[src/hw/rtl/gmdc_pkg.sv]
`default_nettype none

package gmdc_pkg;

   localparam int ACC_W = 23;

   // Day number of 2012-12-21 counted from day 0 of year 0.
   localparam logic [ACC_W-1:0] EPOCH_DAYS   = 23'd735223;
   localparam logic [ACC_W-1:0] CYCLE_DAYS   = 23'd1872000;
   localparam logic [ACC_W-1:0] QUAD_DAYS    = 23'd146097;
   localparam logic [ACC_W-1:0] CENT_DAYS    = 23'd36524;
   localparam logic [ACC_W-1:0] FOUR_DAYS    = 23'd1460;
   localparam logic [ACC_W-1:0] YEAR_DAYS    = 23'd365;
   localparam logic [12:0]      RECIP_100    = 13'd5243;

   typedef enum logic [1:0] {
      DIG_BAKTUN = 2'd0,
      DIG_KATUN  = 2'd1,
      DIG_TUN    = 2'd2,
      DIG_WINAL  = 2'd3
   } dig_type;

   typedef enum logic [3:0] {
      OP_NOP,
      OP_LOAD,
      OP_G_QUO,
      OP_G_LEAP,
      OP_G_MUL,
      OP_G_ADD,
      OP_G_WRAP,
      OP_G_DIG,
      OP_M_SUM,
      OP_M_QUAD,
      OP_M_CENT,
      OP_M_FOUR,
      OP_M_YEAR,
      OP_M_MON,
      OP_M_FIX,
      OP_OUT
   } op_type;

   typedef enum logic [3:0] {
      ST_IDLE,
      ST_G_QUO,
      ST_G_LEAP,
      ST_G_MUL,
      ST_G_ADD,
      ST_G_WRAP,
      ST_G_DIG,
      ST_M_SUM,
      ST_M_QUAD,
      ST_M_CENT,
      ST_M_FOUR,
      ST_M_YEAR,
      ST_M_MON,
      ST_M_FIX,
      ST_DONE
   } state_type;

   typedef struct packed {
      op_type  op;
      dig_type dig;
   } cmd_type;

   typedef struct packed {
      logic ge;
      logic neg;
   } sts_type;

   // Days before the first of month index i (0 is January), common year.
   function automatic logic [8:0] cum_days(input logic [3:0] i);
      logic [8:0] r;
      unique case (i)
         4'd0:    r = 9'd0;
         4'd1:    r = 9'd31;
         4'd2:    r = 9'd59;
         4'd3:    r = 9'd90;
         4'd4:    r = 9'd120;
         4'd5:    r = 9'd151;
         4'd6:    r = 9'd181;
         4'd7:    r = 9'd212;
         4'd8:    r = 9'd243;
         4'd9:    r = 9'd273;
         4'd10:   r = 9'd304;
         4'd11:   r = 9'd334;
         4'd12:   r = 9'd365;
         default: r = 9'd0;
      endcase
      return r;
   endfunction

   function automatic logic [ACC_W-1:0] dig_weight(input dig_type d);
      logic [ACC_W-1:0] r;
      unique case (d)
         DIG_BAKTUN: r = 23'd144000;
         DIG_KATUN:  r = 23'd7200;
         DIG_TUN:    r = 23'd360;
         DIG_WINAL:  r = 23'd20;
         default:    r = 23'd20;
      endcase
      return r;
   endfunction

endpackage

`default_nettype wire

[src/hw/rtl/gmdc_ctrl.sv]
`default_nettype none

module gmdc_ctrl
   import gmdc_pkg::*;
(
   input  wire     clock,
   input  wire     reset,
   input  wire     req_valid,
   output logic    req_ready,
   input  wire     req_mode,
   output logic    rsp_valid,
   input  wire     rsp_ready,
   output cmd_type cmd,
   input  sts_type sts
);

   state_type state_ff, state_in;
   dig_type   dig_ff, dig_in;
   logic      rsp_valid_ff, rsp_valid_in;

   always_ff @(posedge clock) begin
      if (reset) begin
         state_ff     <= ST_IDLE;
         dig_ff       <= DIG_BAKTUN;
         rsp_valid_ff <= 1'b0;
      end else begin
         state_ff     <= state_in;
         dig_ff       <= dig_in;
         rsp_valid_ff <= rsp_valid_in;
      end
   end

   always_comb begin
      state_in     = state_ff;
      dig_in       = dig_ff;
      rsp_valid_in = rsp_valid_ff && !rsp_ready;
      req_ready    = 1'b0;
      cmd.op       = OP_NOP;
      cmd.dig      = dig_ff;
      unique case (state_ff)
         ST_IDLE: begin
            req_ready = 1'b1;
            if (req_valid) begin
               cmd.op   = OP_LOAD;
               dig_in   = DIG_BAKTUN;
               state_in = req_mode ? ST_M_SUM : ST_G_QUO;
            end
         end
         ST_G_QUO: begin
            cmd.op   = OP_G_QUO;
            state_in = ST_G_LEAP;
         end
         ST_G_LEAP: begin
            cmd.op   = OP_G_LEAP;
            state_in = ST_G_MUL;
         end
         ST_G_MUL: begin
            cmd.op   = OP_G_MUL;
            state_in = ST_G_ADD;
         end
         ST_G_ADD: begin
            cmd.op   = OP_G_ADD;
            state_in = sts.neg ? ST_DONE : ST_G_WRAP;
         end
         ST_G_WRAP: begin
            cmd.op = OP_G_WRAP;
            if (!sts.ge) state_in = ST_G_DIG;
         end
         ST_G_DIG: begin
            cmd.op = OP_G_DIG;
            if (!sts.ge) begin
               if (dig_ff == DIG_WINAL) state_in = ST_DONE;
               else dig_in = dig_type'(dig_ff + 2'd1);
            end
         end
         ST_M_SUM: begin
            cmd.op   = OP_M_SUM;
            state_in = ST_M_QUAD;
         end
         ST_M_QUAD: begin
            cmd.op = OP_M_QUAD;
            if (!sts.ge) state_in = ST_M_CENT;
         end
         ST_M_CENT: begin
            cmd.op = OP_M_CENT;
            if (!sts.ge) state_in = ST_M_FOUR;
         end
         ST_M_FOUR: begin
            cmd.op = OP_M_FOUR;
            if (!sts.ge) state_in = ST_M_YEAR;
         end
         ST_M_YEAR: begin
            cmd.op = OP_M_YEAR;
            if (!sts.ge) state_in = ST_M_MON;
         end
         ST_M_MON: begin
            cmd.op = OP_M_MON;
            if (!sts.ge) state_in = ST_M_FIX;
         end
         ST_M_FIX: begin
            cmd.op   = OP_M_FIX;
            state_in = ST_DONE;
         end
         ST_DONE: begin
            // The result register is reloaded once the previous result is gone.
            if (!rsp_valid_ff || rsp_ready) begin
               cmd.op       = OP_OUT;
               rsp_valid_in = 1'b1;
               state_in     = ST_IDLE;
            end
         end
         default: state_in = ST_IDLE;
      endcase
   end

   assign rsp_valid = rsp_valid_ff;

endmodule

`default_nettype wire

[src/hw/rtl/gmdc_dpath.sv]
`default_nettype none

module gmdc_dpath
   import gmdc_pkg::*;
(
   input  wire         clock,
   input  cmd_type     cmd,
   output sts_type     sts,
   input  wire         req_mode,
   input  wire  [13:0] req_year_in,
   input  wire  [3:0]  req_month_in,
   input  wire  [4:0]  req_day_in,
   input  wire  [3:0]  req_baktun_in,
   input  wire  [4:0]  req_katun_in,
   input  wire  [4:0]  req_tun_in,
   input  wire  [4:0]  req_winal_in,
   input  wire  [4:0]  req_kin_in,
   output logic [13:0] rsp_year_out,
   output logic [3:0]  rsp_month_out,
   output logic [4:0]  rsp_day_out,
   output logic [3:0]  rsp_baktun_out,
   output logic [4:0]  rsp_katun_out,
   output logic [4:0]  rsp_tun_out,
   output logic [4:0]  rsp_winal_out,
   output logic [4:0]  rsp_kin_out,
   output logic        rsp_range_error
);

   logic             mode_ff;
   logic [13:0]      year_ff;
   logic [3:0]       month_ff;
   logic [4:0]       day_ff, katun_ff, tun_ff, winal_ff, kin_ff;
   logic [3:0]       baktun_ff;
   logic [ACC_W-1:0] acc_ff;
   logic [7:0]       qx_ff, qy_ff;
   logic [11:0]      lc_ff;
   logic             leap_ff, err_ff, cyc0_ff, first_ff, lp_ff;
   logic [3:0]       dbak_ff;
   logic [4:0]       dkat_ff, dtun_ff, dwin_ff;
   logic [13:0]      yo_ff;
   logic [3:0]       mo_ff;

   logic [13:0]      ym1;
   logic [26:0]      px, py;
   logic [13:0]      rem100;
   logic [3:0]       mcl;
   logic [ACC_W-1:0] gsum, msum, sub, fix;
   logic             ge_raw;

   assign ym1 = year_ff - 14'd1;
   assign px  = {13'd0, ym1} * {14'd0, RECIP_100};
   assign py  = {13'd0, year_ff} * {14'd0, RECIP_100};
   assign rem100 = year_ff - ({6'd0, qy_ff} * 14'd100);

   always_comb begin
      if (month_ff == 4'd0) mcl = 4'd1;
      else if (month_ff > 4'd12) mcl = 4'd12;
      else mcl = month_ff;
   end

   assign gsum = acc_ff + {14'd0, cum_days(mcl - 4'd1)}
               + {22'd0, leap_ff && (mcl > 4'd2)} + {18'd0, day_ff};

   assign msum = {18'd0, kin_ff} + ({18'd0, winal_ff} * 23'd20)
               + ({18'd0, tun_ff} * 23'd360) + ({18'd0, katun_ff} * 23'd7200)
               + ({19'd0, baktun_ff} * 23'd144000) + EPOCH_DAYS;

   assign fix = {14'd0, cum_days(mo_ff)} + {22'd0, lp_ff && (mo_ff > 4'd1)};

   always_comb begin
      case (cmd.op)
         OP_G_WRAP: sub = CYCLE_DAYS;
         OP_G_DIG:  sub = dig_weight(cmd.dig);
         OP_M_QUAD: sub = QUAD_DAYS;
         OP_M_CENT: sub = CENT_DAYS + {22'd0, cyc0_ff};
         OP_M_FOUR: sub = FOUR_DAYS + {22'd0, first_ff ? cyc0_ff : 1'b1};
         OP_M_YEAR: sub = YEAR_DAYS + {22'd0, lp_ff};
         OP_M_MON:  sub = {14'd0, cum_days(mo_ff + 4'd1)}
                        + {22'd0, lp_ff && (mo_ff >= 4'd1)};
         default:   sub = '0;
      endcase
   end

   assign ge_raw = acc_ff >= sub;
   assign sts    = '{ge:  ge_raw && ((cmd.op != OP_M_MON) || (mo_ff < 4'd11)),
                     neg: gsum < EPOCH_DAYS};

   always_ff @(posedge clock) begin
      case (cmd.op)
         OP_LOAD: begin
            mode_ff   <= req_mode;
            year_ff   <= req_year_in;
            month_ff  <= req_month_in;
            day_ff    <= req_day_in;
            baktun_ff <= req_baktun_in;
            katun_ff  <= req_katun_in;
            tun_ff    <= req_tun_in;
            winal_ff  <= req_winal_in;
            kin_ff    <= req_kin_in;
            dbak_ff   <= '0;
            dkat_ff   <= '0;
            dtun_ff   <= '0;
            dwin_ff   <= '0;
            err_ff    <= 1'b0;
         end
         OP_G_QUO: begin
            qx_ff <= px[26:19];
            qy_ff <= py[26:19];
         end
         OP_G_LEAP: begin
            // Leap years before this one: x/4 - x/100 + x/400 with x = year - 1.
            if (year_ff == 14'd0) lc_ff <= '0;
            else lc_ff <= ym1[13:2] - {4'd0, qx_ff} + {6'd0, qx_ff[7:2]};
            leap_ff <= (year_ff[1:0] == 2'd0)
                    && ((rem100 != 14'd0) || (qy_ff[1:0] == 2'd0));
         end
         OP_G_MUL: acc_ff <= ({9'd0, year_ff} * 23'd365) + {11'd0, lc_ff};
         OP_G_ADD: begin
            acc_ff <= gsum - EPOCH_DAYS;
            err_ff <= sts.neg;
         end
         OP_G_WRAP: if (sts.ge) acc_ff <= acc_ff - sub;
         OP_G_DIG: begin
            if (sts.ge) begin
               acc_ff <= acc_ff - sub;
               case (cmd.dig)
                  DIG_BAKTUN: dbak_ff <= dbak_ff + 4'd1;
                  DIG_KATUN:  dkat_ff <= dkat_ff + 5'd1;
                  DIG_TUN:    dtun_ff <= dtun_ff + 5'd1;
                  default:    dwin_ff <= dwin_ff + 5'd1;
               endcase
            end
         end
         OP_M_SUM: begin
            acc_ff   <= msum;
            yo_ff    <= '0;
            mo_ff    <= '0;
            cyc0_ff  <= 1'b1;
            first_ff <= 1'b1;
         end
         OP_M_QUAD: begin
            if (sts.ge) begin
               acc_ff <= acc_ff - sub;
               yo_ff  <= yo_ff + 14'd400;
            end
         end
         OP_M_CENT: begin
            if (sts.ge) begin
               acc_ff  <= acc_ff - sub;
               yo_ff   <= yo_ff + 14'd100;
               cyc0_ff <= 1'b0;
            end
         end
         OP_M_FOUR: begin
            if (sts.ge) begin
               acc_ff   <= acc_ff - sub;
               yo_ff    <= yo_ff + 14'd4;
               first_ff <= 1'b0;
            end else begin
               // A century year is leap only at the start of a 400-year cycle.
               lp_ff <= first_ff ? cyc0_ff : 1'b1;
            end
         end
         OP_M_YEAR: begin
            if (sts.ge) begin
               acc_ff <= acc_ff - sub;
               yo_ff  <= yo_ff + 14'd1;
               lp_ff  <= 1'b0;
            end
         end
         OP_M_MON: if (sts.ge) mo_ff <= mo_ff + 4'd1;
         OP_M_FIX: acc_ff <= acc_ff - fix;
         OP_OUT: begin
            if (mode_ff) begin
               rsp_year_out    <= yo_ff;
               rsp_month_out   <= mo_ff + 4'd1;
               rsp_day_out     <= acc_ff[4:0] + 5'd1;
               rsp_baktun_out  <= '0;
               rsp_katun_out   <= '0;
               rsp_tun_out     <= '0;
               rsp_winal_out   <= '0;
               rsp_kin_out     <= '0;
               rsp_range_error <= 1'b0;
            end else begin
               rsp_year_out    <= '0;
               rsp_month_out   <= '0;
               rsp_day_out     <= '0;
               rsp_baktun_out  <= err_ff ? 4'd0 : dbak_ff;
               rsp_katun_out   <= err_ff ? 5'd0 : dkat_ff;
               rsp_tun_out     <= err_ff ? 5'd0 : dtun_ff;
               rsp_winal_out   <= err_ff ? 5'd0 : dwin_ff;
               rsp_kin_out     <= err_ff ? 5'd0 : acc_ff[4:0];
               rsp_range_error <= err_ff;
            end
         end
         default: ;
      endcase
   end

endmodule

`default_nettype wire

[src/hw/rtl/gregorian_maya_date_converter_top.sv]
`default_nettype none
// Gregorian / Maya long count date converter.
// One date enters on the req_ channel (valid/ready) and one result leaves on
// the rsp_ channel. req_mode 0 turns a Gregorian date into long count digits,
// flagging dates before 2012-12-21 with rsp_range_error; req_mode 1 turns a
// long count into a Gregorian date. Unused result fields are zero.
// The block works on one date at a time; req_ready is high only while it is
// idle. A Gregorian date passes the quotient, leap, multiply and add states
// and, unless it precedes the epoch, the wrap and digit loops; a long count
// passes a sum state, the year block and month loops and a fix state. The
// compare-and-subtract loops remove one cycle, one digit weight, one year block
// or one month per cycle. The next date can be taken in the cycle after the
// result is loaded. A finished result sits in an output register, so the next
// date can be taken while the receiver stalls; the loop then waits in its final
// state until that register is free. Synchronous reset returns the
// controller to idle and drops rsp_valid; no clearing pass is needed.
module gregorian_maya_date_converter_top
   import gmdc_pkg::*;
(
   input  wire         clock,
   input  wire         reset,
   input  wire         req_valid,
   output logic        req_ready,
   input  wire         req_mode,
   input  wire  [13:0] req_year_in,
   input  wire  [3:0]  req_month_in,
   input  wire  [4:0]  req_day_in,
   input  wire  [3:0]  req_baktun_in,
   input  wire  [4:0]  req_katun_in,
   input  wire  [4:0]  req_tun_in,
   input  wire  [4:0]  req_winal_in,
   input  wire  [4:0]  req_kin_in,
   output logic        rsp_valid,
   input  wire         rsp_ready,
   output logic [13:0] rsp_year_out,
   output logic [3:0]  rsp_month_out,
   output logic [4:0]  rsp_day_out,
   output logic [3:0]  rsp_baktun_out,
   output logic [4:0]  rsp_katun_out,
   output logic [4:0]  rsp_tun_out,
   output logic [4:0]  rsp_winal_out,
   output logic [4:0]  rsp_kin_out,
   output logic        rsp_range_error
);

   cmd_type cmd;
   sts_type sts;

   gmdc_ctrl u_ctrl (
      .clock     (clock),
      .reset     (reset),
      .req_valid (req_valid),
      .req_ready (req_ready),
      .req_mode  (req_mode),
      .rsp_valid (rsp_valid),
      .rsp_ready (rsp_ready),
      .cmd       (cmd),
      .sts       (sts)
   );

   gmdc_dpath u_dpath (
      .clock           (clock),
      .cmd             (cmd),
      .sts             (sts),
      .req_mode        (req_mode),
      .req_year_in     (req_year_in),
      .req_month_in    (req_month_in),
      .req_day_in      (req_day_in),
      .req_baktun_in   (req_baktun_in),
      .req_katun_in    (req_katun_in),
      .req_tun_in      (req_tun_in),
      .req_winal_in    (req_winal_in),
      .req_kin_in      (req_kin_in),
      .rsp_year_out    (rsp_year_out),
      .rsp_month_out   (rsp_month_out),
      .rsp_day_out     (rsp_day_out),
      .rsp_baktun_out  (rsp_baktun_out),
      .rsp_katun_out   (rsp_katun_out),
      .rsp_tun_out     (rsp_tun_out),
      .rsp_winal_out   (rsp_winal_out),
      .rsp_kin_out     (rsp_kin_out),
      .rsp_range_error (rsp_range_error)
   );

   // After a transfer in, the block is busy in the cycle after it.
   a_busy_after_accept: assert property (@(posedge clock) disable iff (reset)
      req_valid && req_ready |=> !req_ready)
      else $error("input taken while a conversion was running");

   // A range error carries zero digits.
   a_error_zero: assert property (@(posedge clock) disable iff (reset)
      rsp_valid && rsp_range_error |->
         rsp_baktun_out == 4'd0 && rsp_katun_out == 5'd0 && rsp_kin_out == 5'd0)
      else $error("range error with nonzero digits");

   // The remainder loops leave every digit below its radix.
   a_digit_range: assert property (@(posedge clock) disable iff (reset)
      rsp_valid |-> rsp_kin_out < 5'd20 && rsp_winal_out < 5'd18
         && rsp_tun_out < 5'd20 && rsp_katun_out < 5'd20 && rsp_month_out <= 4'd12)
      else $error("result digit out of range");

endmodule

`default_nettype wire
[config.mk]
export PLATFORM = sky130hd
export DESIGN_NAME = gregorian_maya_date_converter_top
export DESIGN_NICKNAME = d
export VERILOG_FILES = /design/src/hw/rtl/gmdc_pkg.sv /design/src/hw/rtl/gmdc_ctrl.sv /design/src/hw/rtl/gmdc_dpath.sv /design/src/hw/rtl/gregorian_maya_date_converter_top.sv
export SDC_FILE = /design/constraint.sdc
export NUM_CORES = 1
export LEC_CHECK = 0
export BUFFER_PORTS_ARGS = -buffer_cell sky130_fd_sc_hd__buf_2
export CAP_MARGIN = 5
export CORE_ASPECT_RATIO = 1.1
export CORE_UTILIZATION = 40
export DETAILED_ROUTE_END_ITERATION = 6
export PLACE_DENSITY = 0.63
export SYNTH_ARGS = -nofsm -noshare
export SYNTH_HDL_FRONTEND = slang
export SYNTH_SLANG_ARGS = --single-unit
[constraint.sdc]
create_clock -name clock -period 7.75 [get_ports clock]
set_input_delay 1.1625 -clock clock [delete_from_list [all_inputs] [get_ports clock]]
set_output_delay 1.1625 -clock clock [all_outputs]
set_load 0.05 [all_outputs]
==> summary.txt <==
STA
  – Measured slew at the worst slew-check pin: approximately 1.2 ns
  – Slew Limit Fails: 0
  – Worst hold margin: 0.585 ns
  – Final hold vios: 0
  – Period utilization: 0.878
  – Achievable clock frequency: approximately 150 MHz
  – RSZ-0062 raised after global routing: false
  – Setup violators final: 0
  – Fin crit period: roughly 7 ns
  – Final TNS setup: 0 ns
  – Slew HR: 0.174
  – Setup Skew: approximately 0.018 ns
  – Setup ws final: 0.943 ns

Setup path
  – Slowest library cell on the worst path: fa_1
  – CP Data Required Time: between 8 and 9 ns
  – Startpoint Class: flip-flop
  – Critical path arrival: roughly 7 ns
  – Critical path buffers and inverters: 3
  – Largest stage delay, worst path: approximately 0.54 ns
  – Crit path cell chain: inv_1, ha_1, nand2_1, nand2_1, nand2_1, a21boi_0, xnor2_1, ha_1, fa_1, fa_1, inv_1, fa_1, fa_1, inv_1, ha_1, nand2_1, nand4b_1, a311oi_1, nor3_1, nor2_1, a21oi_1, a211o_1, a21oi_1, xnor2_1
  – Crit-path leading delay family: adder cells
  – Crit Path Class: flip-flop to flip-flop
  – Crit. End Element: flip-flop
  – CP max FO: 7

CTS
  – CTS clk-pin slew, worst paths: 0.07 ns
  – # resized after CTS: 0
  – CTS Hold Buffers Added: 0
  – Max Buffers Root-to-Sink: 3
  – CTS tree: done
  – # Post-CTS Setup Buffers: 0
  – Clk sinks: roughly 200
  – Num CTS Buffers: 27
  – H-tree levels: 1
  – Clock latency on the worst-skew pair: ~0.60 ns
  – CTS root buf: clkbuf_16

Global routing
  – GRT Resource Usage Total: 0.199
  – Number of global-route vias before repair: 20,800
  – Initial antenna violation count: 2
  – Largest net degree at the start of global routing: 55
  – Wire length of the first global-routing pass: roughly 110,000 um
  – Grt total ovfl: 0

Layout
  – Fill count: between 6,000 and 7,000
  – Layout cells sized above 1: 0.0744
  – Area Growth Syn to Fin: 9.31%
  – Final #Nets: between 3,000 and 4,000

Worst hold path
  – HP Class: flip-flop to flip-flop

Placement
  – DP Worst Slack: slightly above 0.9 ns
  – Input/output buffers: 101
  – Gpl congestion: ~0.96
  – DP HPWL: 56,000 um

Floorplanning
  – Die width: roughly 250 um
  – Chip height: roughly 280 um
  – Die Area: 0.0706 mm2
  – Initial Util: 0.404
  – Io pins: around 100
  – Core footprint: 0.0689 mm2
  – # rows: slightly above 100

Synthesis
  – Seq/Total Area, Yosys: 0.215
  – Synth warn: 0
  – Commonest cells in the netlist: ha_1 (517), inv_1 (445), fa_1 (213)
  – Syn Area/Cell: ~9.7 um2
  – Top-count cell post-synth: ha_1
  – Mapped Nets: around 3,700
  – Post-synth ARST share: 0
  – Cells after Synth: just under 3,000
  – Synth unique cells: between 100 and 150
  – Top cells by area, synth: ha_1 (23%), edfxtp_1 (20%), fa_1 (15%), inv_1 (6.0%), xnor2_1 (3.5%)
  – Post-synth top area cell: ha_1
  – Top-area cell type share of the netlist area: 0.232
  – Flops & latches, synth: slightly above 200
  – EDFF count, synth: 189
  – Cell Area, Synth: roughly 0.028 mm2
  – Main flop type after synthesis: edfxtp_1

Routing
  – Final wirelength: 69,000 um
  – Drc violations: 0
  – Wirelength per Cell: between 15 and 20 um
  – Drt first pass iters: 5
  – Via-to-Cell Ratio: about 5.3
  – Starting DRT DRC Count: 1,147
  – Antenna viol nets, final: 0
  – DR vias: roughly 21,000

Job
  – Max-Cap Viols: 0

Run status
  – Status: finished clean
-- cells in the final DEF (no fill, tap or decap), types with 55 or more instances in the layout --
| cell | n |
|---|---|
| a21oi_1 | 132 |
| and2_1 | 55 |
| buf_2 | 101 |
| edfxtp_1 | 189 |
| fa_1 | 213 |
| ha_1 | 517 |
| inv_1 | 445 |
| nand2_1 | 126 |
| nand3_1 | 61 |
| nor2_1 | 154 |
| o21ai_0 | 121 |
| xnor2_1 | 110 |
| xor2_1 | 88 |
-- per-stage QoR --
| step | utilization | instances | cell area, um2 |
|---|---|---|---|
| 2_1_floorplan | - | 2881 | 27800 |
| 3_3_place_gp | 0.428 | 3875 | 29500 |
| 3_5_place_dp | 0.428 | 3875 | 29500 |
| 4_1_cts | 0.442 | 3924 | 30400 |
| 5_1_grt | 0.442 | 3924 | 30400 |
| 6_report | 0.442 | 3925 | 30400 |
-- path summary, 6_finish.rpt --
path	startpoint	to	slack [ns]	cells after the start
hold / removal	u_dpath.first_ff	u_dpath.lp_ff	0.58	1
hold reg to reg	u_dpath.first_ff	u_dpath.lp_ff	0.58	1
setup / recovery	u_dpath.year_ff[1]	u_dpath.qx_ff[7]	0.94	24
setup reg to reg	u_dpath.year_ff[1]	u_dpath.qx_ff[7]	0.94	24
-- state kept, by name (all words and copies together) (netlist names), 8 cells and up, named ones only --
register and flops:
u_dpath.lc_ff 12, u_dpath.yo_ff 14, u_dpath.rsp_year_out 14, u_dpath.qx_ff 8
u_dpath.year_ff 14, u_dpath.acc_ff 23, u_dpath.qy_ff 8
-- per-layer routing --
metal	up-vias	track usage	share of wire
li1	10300	-	-
met1	9954	0.249	0.43
met2	450	0.352	0.49
met3	107	0.0216	0.045
met4	0	0.0743	0.038
met5	-	0	0
-- kinds of logic (layout without fill, tap and decap cells) --
family,Yosys count,after routing,synth area share
AO/OA/AOI/OAI,586,586,0.143
XOR/XNOR,199,199,0.0632
adder cells (fa/ha/maj),730,730,0.386
buffers and inverters,509,625,0.0692
flip-flops,205,205,0.215
multiplexers,16,16,0.00634
other,1,2,0.000135
AND/OR/NAND/NOR,635,635,0.117
-- layout make-up --
class                      instances  area, um2  share of cell area
antenna                            1       2.50           0.0000823
timing repair buffer             130        723              0.0238
inverter                         446       1670              0.0550
sequential                       205       6000               0.197
tap                              927       1160              0.0381
multi-input combinational       2167      19900               0.655
clock buffer                      27        676              0.0222
clock inverter                    22        253             0.00831
Power is left out: the tool's default activity adds up to more than one toggle a clock period on the data nets, which glitch-free logic cannot reach.
